<file path="src/rtl/core/arrc_pkg.sv">
// ----------------------------------------------------------------------------
// Audio ring rate controller - package
// Beat types, command and rate codes, and register indices and defaults.
// ----------------------------------------------------------------------------
package arrc_pkg;

  localparam int unsigned DEF_RING_SLOTS = 16;

  localparam int unsigned CMD_W   = 2;
  localparam int unsigned RATE_W  = 2;
  localparam int unsigned SLOT_W  = 4;
  localparam int unsigned LEVEL_W = 5;
  localparam int unsigned CFG_IDX_W = 3;

  // Commands.
  localparam logic [CMD_W-1:0] CMD_RATE_UPDATE = 2'd0;
  localparam logic [CMD_W-1:0] CMD_BLOCK_READY = 2'd1;
  localparam logic [CMD_W-1:0] CMD_DMA_DONE    = 2'd2;
  localparam logic [CMD_W-1:0] CMD_RESTART     = 2'd3;

  // Rate selector codes.
  localparam logic [RATE_W-1:0] RATE_NOMINAL = 2'd0;
  localparam logic [RATE_W-1:0] RATE_SLOW    = 2'd1;
  localparam logic [RATE_W-1:0] RATE_FAST    = 2'd2;

  // Register indices.
  localparam logic [CFG_IDX_W-1:0] CFG_HIGH_WATER   = 3'd0;
  localparam logic [CFG_IDX_W-1:0] CFG_HIGH_RELEASE = 3'd1;
  localparam logic [CFG_IDX_W-1:0] CFG_LOW_RELEASE  = 3'd2;
  localparam logic [CFG_IDX_W-1:0] CFG_LOW_WATER    = 3'd3;
  localparam logic [CFG_IDX_W-1:0] CFG_START_LEVEL  = 3'd4;
  localparam logic [CFG_IDX_W-1:0] CFG_MAX_QUEUED   = 3'd5;

  // Register reset values.
  localparam logic [LEVEL_W-1:0] RST_HIGH_WATER   = 5'd8;
  localparam logic [LEVEL_W-1:0] RST_HIGH_RELEASE = 5'd6;
  localparam logic [LEVEL_W-1:0] RST_LOW_RELEASE  = 5'd6;
  localparam logic [LEVEL_W-1:0] RST_LOW_WATER    = 5'd4;
  localparam logic [LEVEL_W-1:0] RST_START_LEVEL  = 5'd4;
  localparam logic [LEVEL_W-1:0] RST_MAX_QUEUED   = 5'd12;

  typedef struct packed {
    logic [CMD_W-1:0] command;
    logic             turbo_mode;
    logic             overlay_request;
  } in_item_t;

  typedef struct packed {
    logic [RATE_W-1:0] rate_select;
    logic              accepted;
    logic [SLOT_W-1:0] write_slot;
    logic              dma_start;
    logic              dma_arm;
    logic [SLOT_W-1:0] dma_slot;
    logic              stop_dma;
    logic [SLOT_W-1:0] queued;
  } out_item_t;

endpackage

</file>
<file path="src/rtl/core/audio_ring_rate_controller.sv">
// ----------------------------------------------------------------------------
// Audio ring rate controller
// Tracks a ring of audio buffer slots between a producer and a playback DMA,
// runs the rate and drop hysteresis, and hands out slots to the DMA.
// ----------------------------------------------------------------------------
//
//   Channel   Direction  Handshake              Beat contents
//   in        input      in_valid_i/in_ready_o  in_item_t (command, flags)
//   out       output     out_valid_o/out_ready_i out_item_t (one per input)
//   cfg       input      cfg_valid_i/cfg_ready_o register index, 5-bit level
//
// Every input beat yields exactly one output beat. The whole update is one
// pass of compare and increment logic from the accepted beat and the ring
// registers into the result register, so while the output is not stalled
// a beat is taken every cycle and its result follows in the next cycle.
// The input side stays ready while the result register is empty or is being
// emptied in the same cycle; a stalled output holds its beat and stalls input.
// Reset returns the ring to empty with neutral rate and the registers to
// their default levels; a restart command clears the ring but not the levels.
// Configuration writes are always taken and are registered directly.
//
module audio_ring_rate_controller
  import arrc_pkg::*;
#(
  parameter int unsigned RING_SLOTS = DEF_RING_SLOTS
) (
  input  logic                 clk_i,
  input  logic                 rst_ni,

  input  logic                 in_valid_i,
  output logic                 in_ready_o,
  input  in_item_t             in_data_i,

  output logic                 out_valid_o,
  input  logic                 out_ready_i,
  output out_item_t            out_data_o,

  input  logic                 cfg_valid_i,
  output logic                 cfg_ready_o,
  input  logic [CFG_IDX_W-1:0] cfg_index_i,
  input  logic [LEVEL_W-1:0]   cfg_data_i
);

  localparam int unsigned IDX_W = $clog2(RING_SLOTS);
  // Compare width holds both an occupancy and a 5-bit level.
  localparam int unsigned CMP_W = (IDX_W > LEVEL_W) ? IDX_W : LEVEL_W;
  localparam logic [IDX_W-1:0] LAST_SLOT = IDX_W'(RING_SLOTS - 1);

  // Next slot round the ring; the ring size need not be a power of two.
  function automatic logic [IDX_W-1:0] advance(input logic [IDX_W-1:0] idx);
    return (idx == LAST_SLOT) ? '0 : idx + 1'b1;
  endfunction

  // Occupancy of the ring, write minus play modulo the ring size.
  function automatic logic [IDX_W-1:0] occ_of(input logic [IDX_W-1:0] wr,
                                              input logic [IDX_W-1:0] rd);
    logic [IDX_W:0] diff;
    diff = {1'b0, wr} - {1'b0, rd};
    if (wr < rd) begin
      diff = diff + (IDX_W+1)'(RING_SLOTS);
    end
    return diff[IDX_W-1:0];
  endfunction

  // Configuration registers.
  logic [LEVEL_W-1:0] high_water_q, high_release_q, low_release_q;
  logic [LEVEL_W-1:0] low_water_q, start_level_q, max_queued_q;

  // Ring state.
  logic [IDX_W-1:0]  write_index_q, write_index_d;
  logic [IDX_W-1:0]  play_index_q, play_index_d;
  logic              dma_running_q, dma_running_d;
  logic              dropping_q, dropping_d;
  logic [RATE_W-1:0] rate_mode_q, rate_mode_d;

  // Result register.
  logic              out_valid_q, out_valid_d;
  out_item_t         out_data_q, out_data_d;

  logic              in_accept;
  logic [IDX_W-1:0]  occ;
  logic [CMP_W-1:0]  occ_c;
  logic [IDX_W-1:0]  occ_after_wr;
  logic [RATE_W-1:0] rate_tmp;

  assign cfg_ready_o = 1'b1;

  always_ff @(posedge clk_i or negedge rst_ni) begin
    if (!rst_ni) begin
      high_water_q   <= RST_HIGH_WATER;
      high_release_q <= RST_HIGH_RELEASE;
      low_release_q  <= RST_LOW_RELEASE;
      low_water_q    <= RST_LOW_WATER;
      start_level_q  <= RST_START_LEVEL;
      max_queued_q   <= RST_MAX_QUEUED;
    end else if (cfg_valid_i) begin
      // Indices past the register list are taken and ignored.
      unique case (cfg_index_i)
        CFG_HIGH_WATER:   high_water_q   <= cfg_data_i;
        CFG_HIGH_RELEASE: high_release_q <= cfg_data_i;
        CFG_LOW_RELEASE:  low_release_q  <= cfg_data_i;
        CFG_LOW_WATER:    low_water_q    <= cfg_data_i;
        CFG_START_LEVEL:  start_level_q  <= cfg_data_i;
        CFG_MAX_QUEUED:   max_queued_q   <= cfg_data_i;
        default: ;
      endcase
    end
  end

  // A new beat may enter whenever the result register is free this cycle.
  assign in_ready_o = !out_valid_q || out_ready_i;
  assign in_accept  = in_valid_i && in_ready_o;

  assign occ   = occ_of(write_index_q, play_index_q);
  assign occ_c = CMP_W'(occ);
  // Occupancy once a block has been written into the next slot.
  assign occ_after_wr = (occ == LAST_SLOT) ? '0 : occ + 1'b1;

  always_comb begin
    write_index_d = write_index_q;
    play_index_d  = play_index_q;
    dma_running_d = dma_running_q;
    dropping_d    = dropping_q;
    rate_mode_d   = rate_mode_q;
    rate_tmp      = rate_mode_q;
    out_data_d    = '0;

    unique case (in_data_i.command)
      CMD_RATE_UPDATE: begin
        if (in_data_i.turbo_mode) begin
          // Fast-forward: rate is forced neutral and only the drop flag runs.
          rate_mode_d = RATE_NOMINAL;
          if (dropping_q && (occ_c <= CMP_W'(low_water_q))) begin
            dropping_d = 1'b0;
          end else if (!dropping_q && (occ_c >= CMP_W'(max_queued_q))) begin
            dropping_d = 1'b1;
          end
        end else begin
          dropping_d = 1'b0;
          // Release first, then engage; an engage overrides a release.
          if (rate_mode_q == RATE_SLOW) begin
            if (occ_c <= CMP_W'(high_release_q)) begin
              rate_tmp = RATE_NOMINAL;
            end
          end else if (rate_mode_q == RATE_FAST) begin
            if (occ_c >= CMP_W'(low_release_q)) begin
              rate_tmp = RATE_NOMINAL;
            end
          end
          if (occ_c > CMP_W'(high_water_q)) begin
            rate_tmp = RATE_SLOW;
          end else if (occ_c < CMP_W'(low_water_q)) begin
            rate_tmp = RATE_FAST;
          end
          rate_mode_d            = rate_tmp;
          out_data_d.rate_select = rate_tmp;
        end
        // The overlay clears the ring after the rate has been worked out.
        if (in_data_i.overlay_request) begin
          out_data_d.stop_dma = 1'b1;
          write_index_d = '0;
          play_index_d  = '0;
          dma_running_d = 1'b0;
          dropping_d    = 1'b0;
          rate_mode_d   = RATE_NOMINAL;
        end
      end
      CMD_BLOCK_READY: begin
        if (!dropping_q && (occ_c < CMP_W'(max_queued_q))) begin
          out_data_d.accepted   = 1'b1;
          out_data_d.write_slot = SLOT_W'(write_index_q);
          write_index_d         = advance(write_index_q);
          // Priming hands slot 0 to the DMA and moves play on to slot 1.
          if (!dma_running_q &&
              (CMP_W'(occ_after_wr) >= CMP_W'(start_level_q))) begin
            out_data_d.dma_start = 1'b1;
            play_index_d         = advance('0);
            dma_running_d        = 1'b1;
          end
        end
      end
      CMD_DMA_DONE: begin
        out_data_d.dma_arm  = 1'b1;
        out_data_d.dma_slot = SLOT_W'(play_index_q);
        play_index_d        = advance(play_index_q);
      end
      CMD_RESTART: begin
        write_index_d = '0;
        play_index_d  = '0;
        dma_running_d = 1'b0;
        dropping_d    = 1'b0;
        rate_mode_d   = RATE_NOMINAL;
      end
    endcase

    out_data_d.queued = SLOT_W'(occ_of(write_index_d, play_index_d));
  end

  always_comb begin
    out_valid_d = out_valid_q;
    if (in_accept) begin
      out_valid_d = 1'b1;
    end else if (out_ready_i) begin
      out_valid_d = 1'b0;
    end
  end

  always_ff @(posedge clk_i or negedge rst_ni) begin
    if (!rst_ni) begin
      write_index_q <= '0;
      play_index_q  <= '0;
      dma_running_q <= 1'b0;
      dropping_q    <= 1'b0;
      rate_mode_q   <= RATE_NOMINAL;
      out_valid_q   <= 1'b0;
    end else begin
      out_valid_q <= out_valid_d;
      if (in_accept) begin
        write_index_q <= write_index_d;
        play_index_q  <= play_index_d;
        dma_running_q <= dma_running_d;
        dropping_q    <= dropping_d;
        rate_mode_q   <= rate_mode_d;
      end
    end
  end

  always_ff @(posedge clk_i) begin
    if (in_accept) begin
      out_data_q <= out_data_d;
    end
  end

  assign out_valid_o = out_valid_q;
  assign out_data_o  = out_data_q;

endmodule

</file>
<file path="config.mk">
export PLATFORM = sky130hd
export DESIGN_NAME = audio_ring_rate_controller
export DESIGN_NICKNAME = d
export VERILOG_FILES = /design/src/rtl/core/arrc_pkg.sv /design/src/rtl/core/audio_ring_rate_controller.sv
export SDC_FILE = /design/constraint.sdc
export NUM_CORES = 1
export LEC_CHECK = 0
export BUFFER_PORTS_ARGS = -buffer_cell sky130_fd_sc_hd__buf_2
export CAP_MARGIN = 20
export CORE_UTILIZATION = 53
export CTS_CLUSTER_DIAMETER = 40
export DETAILED_ROUTE_END_ITERATION = 8
export MAX_ROUTING_LAYER = met4
export PLACE_DENSITY_LB_ADDON = 0.05
export RECOVER_POWER = 100
export SYNTH_ARGS = -nofsm -noshare
export SYNTH_HDL_FRONTEND = slang
export SYNTH_SLANG_ARGS = --single-unit
</file>
<file path="constraint.sdc">
create_clock -name clk_i -period 3.6 [get_ports clk_i]
set_input_delay 0.36 -clock clk_i [delete_from_list [all_inputs] [get_ports clk_i]]
set_output_delay 0.36 -clock clk_i [all_outputs]
set_load 0.02 [all_outputs]
</file>
==> summary.md <==
| Metric | Value |
|---|---|
| Met1 WL | `roughly 4000 um` |
| Post-route cell area | `approximately 4400 um2` |
| Cell Rows | `29` |
| Layout Nets | `~480` |
| Synthesized instance count | `350` |
| Total GRT Usage | `roughly 26%` |
| Flop2flop setup slack | `-0.31 ns` |
| CTS tree | `done` |
| Boundary Pins | `38` |
| Maximum clock path buffer count | `2` |
| RR Endpoint | `out_data_o[3]` |
| CTS clk-pin slew, worst paths | `about 0.070 ns` |
| Filler cells | `around 550` |
| Post-synth EDFFs | `18` |
| Vias per cell | `roughly 5.6` |
| Seq pwr share | `approximately 31%` |
| Via count of the first global-routing pass | `between 2,000 and 3,000` |
| DRT iter0 DRCs | `about 120` |
| Routed Antenna Nets | `0` |
| Critical path's slowest cell | `o41a_1` |
| GR Overflow Total | `0` |
| Final setup margin | `-0.309 ns` |
| CP delay by family, top | `compound AO/OA/AOI/OAI gates` |
| Die Width | `between 80 and 90 um` |
| Full die area | `about 7200 um2` |
| Worst EP required | `3.70 ns` |
| Number of CTS-inserted buffers | `9` |
| Mapped cell area | `roughly 3600 um2` |
| Hold endpoint | `out_valid_o` |
| Critical path, cell by cell | `ha_4 > inv_2 > fa_2 > buf_4 > ha_1 > a211oi_4 > o221ai_4 > o41a_1 > buf_4 > a22oi_2 > ha_1 > a21o_1 > a21oi_2 > xor2_1 > xnor2_1` |
| Switching power | `approximately 1.1 mW` |
| WL final | `approximately 8200 um` |
| Endpoints failing hold | `0` |
| Clock power share | `a little under a fifth` |
| Highest clock rate | `0.256 GHz` |
| Routability cong. | `about 0.86` |
| Pleak | `2.01 nW` |
| Largest vdd supply drop | `0.000407 V` |
| WL per Instance | `about 16 um` |
| WHS Path Cells | `2` |
| Hold Slack | `0.230 ns` |
| Slew @ Worst Pin | `between 1.5 and 2 ns` |
| Skew final | `between 0.01 and 0.015 ns` |
| Final setup viols | `3` |
| CTS root buffer | `clkbuf_8` |
| Rel. slew slack | `-24.9%` |
| Core box area | `approximately 6500 um2` |
| First-pass GRT wire length | `about 14,000 um` |
| Worst min-delay path category | `in -> reg` |
| Comb power frac | `between 50% and 60%` |
| Crit Path Max Fanout | `5` |
| CTS H-tree depth | `3` |
| Clk_lat worst skew | `approximately 0.35 ns` |
| Antenna diode count | `0` |
| Slew Limit Fails | `35` |
| Setup crit end kind | `flop` |
| Cell variety after synth | `53` |
| DRC | `0` |
| RSZ-0062 raised after global routing | `true` |
| Critical R2R Launch | `play_index_q[0]` |
| Yosys warns | `0` |
| Failing checks | `capacitance limit, slew limit, setup timing` |
| CP arrival | `4.01 ns` |
| Internal power | `1.87 mW` |
| HP Start | `in_valid_i` |
| Share of layout cells above drive strength 1 | `a little over a quarter` |
| Initial antenna violation count | `0` |
| Critical path depth | `15` |
| Syn Area/Cell | `around 10 um2` |
| FF+latch count, synth | `61` |
| P&R area growth vs syn | `21.8%` |
| Reg area | `1630 um2` |
| Placed cell area | `just over 4000 um2` |
| Area of the multi-input gates | `1970 um2` |
| DRT Pass-1 Iters | `4` |
| R2R depth | `15` |
| WP buf/inv | `3` |
| Top Metal Used | `met4` |
| Die Span Y | `between 80 and 90 um` |
| Detail Placement HPWL | `5860 um` |
| Switching power share of the total | `between 30% and 40%` |
| Max Cap Viol | `1` |
| Top FF cell, synth | `dfrtp_1` |
| Ys async rst share | `a little over two thirds` |
| Core Util, Final | `between 60% and 70%` |
| Met3 wire length | `roughly 320 um` |
| Status | `finished with violations` |
| Largest net degree at the start of global routing | `44` |
| Port Buffer Count | `36` |
| Overall via count from detail_route | `roughly 2,800` |
| WL met2 | `3770 um` |
| Post-route minimum period | `3.91 ns` |
| Initial Util | `between 50 and 60%` |
| Power Total | `just over 3 mW` |
| CP startpoint kind | `flop` |
| Clock sink total | `61` |
| Max incr delay on CP | `0.49 ns` |
| Final Cycle Share | `109%` |
| Net Count, Synth | `406` |
| Post-synthesis sequential area ratio | `around 45%` |
| CP Class | `reg -> reg` |
| Cell area power density | `just under 700 nW/um2` |
## synthesized netlist by cell type, types with 2 or more instances
cell,number,share of area (%)
nand2_1,29,3.0
dfrtp_1,34,23
o21a_1,3,0.62
dfstp_2,9,6.5
inv_1,41,4.2
mux2_2,18,5.6
a21o_1,9,1.9
nand4b_1,3,0.72
nor2_1,14,1.4
nand2b_1,7,1.2
o22ai_1,2,0.34
edfxtp_1,18,15
a21oi_1,14,1.9
a22oi_1,2,0.41
nor2b_1,5,0.86
o21ai_0,25,3.4
a22o_1,8,1.9
fa_1,2,1.1
and2_1,9,1.5
ha_1,37,13
xnor2_1,3,0.72
a31oi_1,4,0.69
o211ai_1,4,0.82
nor3_1,7,0.96
a41oi_1,2,0.48
clkbuf_1,6,0.62
or3_1,3,0.51
xor2_1,4,0.96
nand3_1,3,0.41
nand4_1,2,0.34
## worst register-to-register path, cell delays in order, from the launching register on
cell and delay, ns:
dfrtp_1 0.42, ha_4 0.18, inv_2 0.06, fa_2 0.48, buf_4 0.18, ha_1 0.21
a211oi_4 0.25, o221ai_4 0.20, o41a_1 0.49, buf_4 0.16, a22oi_2 0.14, ha_1 0.26
a21o_1 0.18, a21oi_2 0.12, xor2_1 0.24, xnor2_1 0.10
## cell type report
type / count / area share [%]
multi-input cells: 240 / 44.3
flip-flops and latches: 61 / 36.6
repair buffers: 73 / 9.51
clock buffers: 12 / 3.49
inverters: 41 / 3.46
well taps: 77 / 2.17
clock inverters: 4 / 0.478
## metrics by stage
stage,TNS (ns),instances,worst slack (ns)
6_report,-0.489,508,-0.309
5_1_grt,-1.02,508,-0.471
4_1_cts,-0.685,503,-0.311
3_5_place_dp,-0.939,485,-0.358
3_3_place_gp,-0.584,485,-0.246
2_1_floorplan,-0.431,350,-0.192
## flip-flops by register name, indices dropped and copies added, names as in the netlist
| name | count |
|---|---|
| dma_running_q | 1 |
| dropping_q | 1 |
| high_release_q | 5 |
| high_water_q | 5 |
| low_release_q | 5 |
| low_water_q | 5 |
| max_queued_q | 5 |
| out_data_o | 18 |
| out_valid_o | 1 |
| play_index_q | 4 |
| rate_mode_q | 2 |
| start_level_q | 5 |
| write_index_q | 4 |
## cell families after synthesis
| kind of cell | Yosys count | share of synthesized area (%) |
|---|---|---|
| AO/OA/AOI/OAI | 85 | 15.9 |
| XOR/XNOR | 7 | 1.68 |
| adder cells (fa/ha/maj) | 39 | 13.8 |
| buffers and inverters | 49 | 5.18 |
| flip-flops | 61 | 44.6 |
| multiplexers | 18 | 5.55 |
| other | 1 | 0.103 |
| AND/OR/NAND/NOR | 90 | 13.2 |
## cells in the final DEF, fill, tap and decap left out, types with 4 or more instances in the layout
master,instances
inv_1,38
a21oi_1,12
nor2_1,13
clkbuf_8,11
buf_2,12
nand2_1,29
a21o_1,9
mux2_2,18
dfrtp_1,34
o211ai_1,4
and2_1,8
ha_1,31
nor3_1,7
nand2b_1,7
buf_4,34
nor2b_1,4
dfstp_2,9
clkbuf_1,27
a22o_1,8
o21ai_0,23
edfxtp_1,18
a31oi_1,4
## power by group through the flow
| stage | Sequential (mW) | Clock, mW | Combinational [mW] |
|---|---|---|---|
| detailed placement | 0.931 | 0 | 1.31 |
| global placement | 0.927 | 0 | 1.26 |
| CTS | 0.920 | 0.571 | 1.38 |
| finish | 0.923 | 0.559 | 1.53 |
| floorplan | 0.954 | 0 | 0.844 |
| global route | 0.938 | 0.592 | 1.71 |
## how the worst max path moves through the flow
stage,startpoint,slack (ns),to
after detailed placement,write_index_q[0],-0.36,out_data_o[3]
after global routing,write_index_q[0],-0.47,out_data_o[3]
after CTS,write_index_q[0],-0.31,out_data_o[3]
after global placement,write_index_q[0],-0.25,out_data_o[3]
after floorplan,write_index_q[0],-0.19,out_data_o[3]
final,play_index_q[0],-0.31,out_data_o[3]
## what timing repair did
action | in CTS | in global routing
hold buffers | 0 | 1
pin swaps | 12 | 12
gates resized for setup | 13 | 11
buffers inserted | 2 | 3
hold endpoints to repair | 0 | 4
setup endpoints to repair | 3 | 3
## layer usage
metal	global-route usage, %	vias to the layer above
met5	-	-
met4	10.2	0
met3	4.77	10
met2	39.3	55
met1	34.4	1364
li1	-	1391
Note: power is estimated with default switching activity, not from simulation.
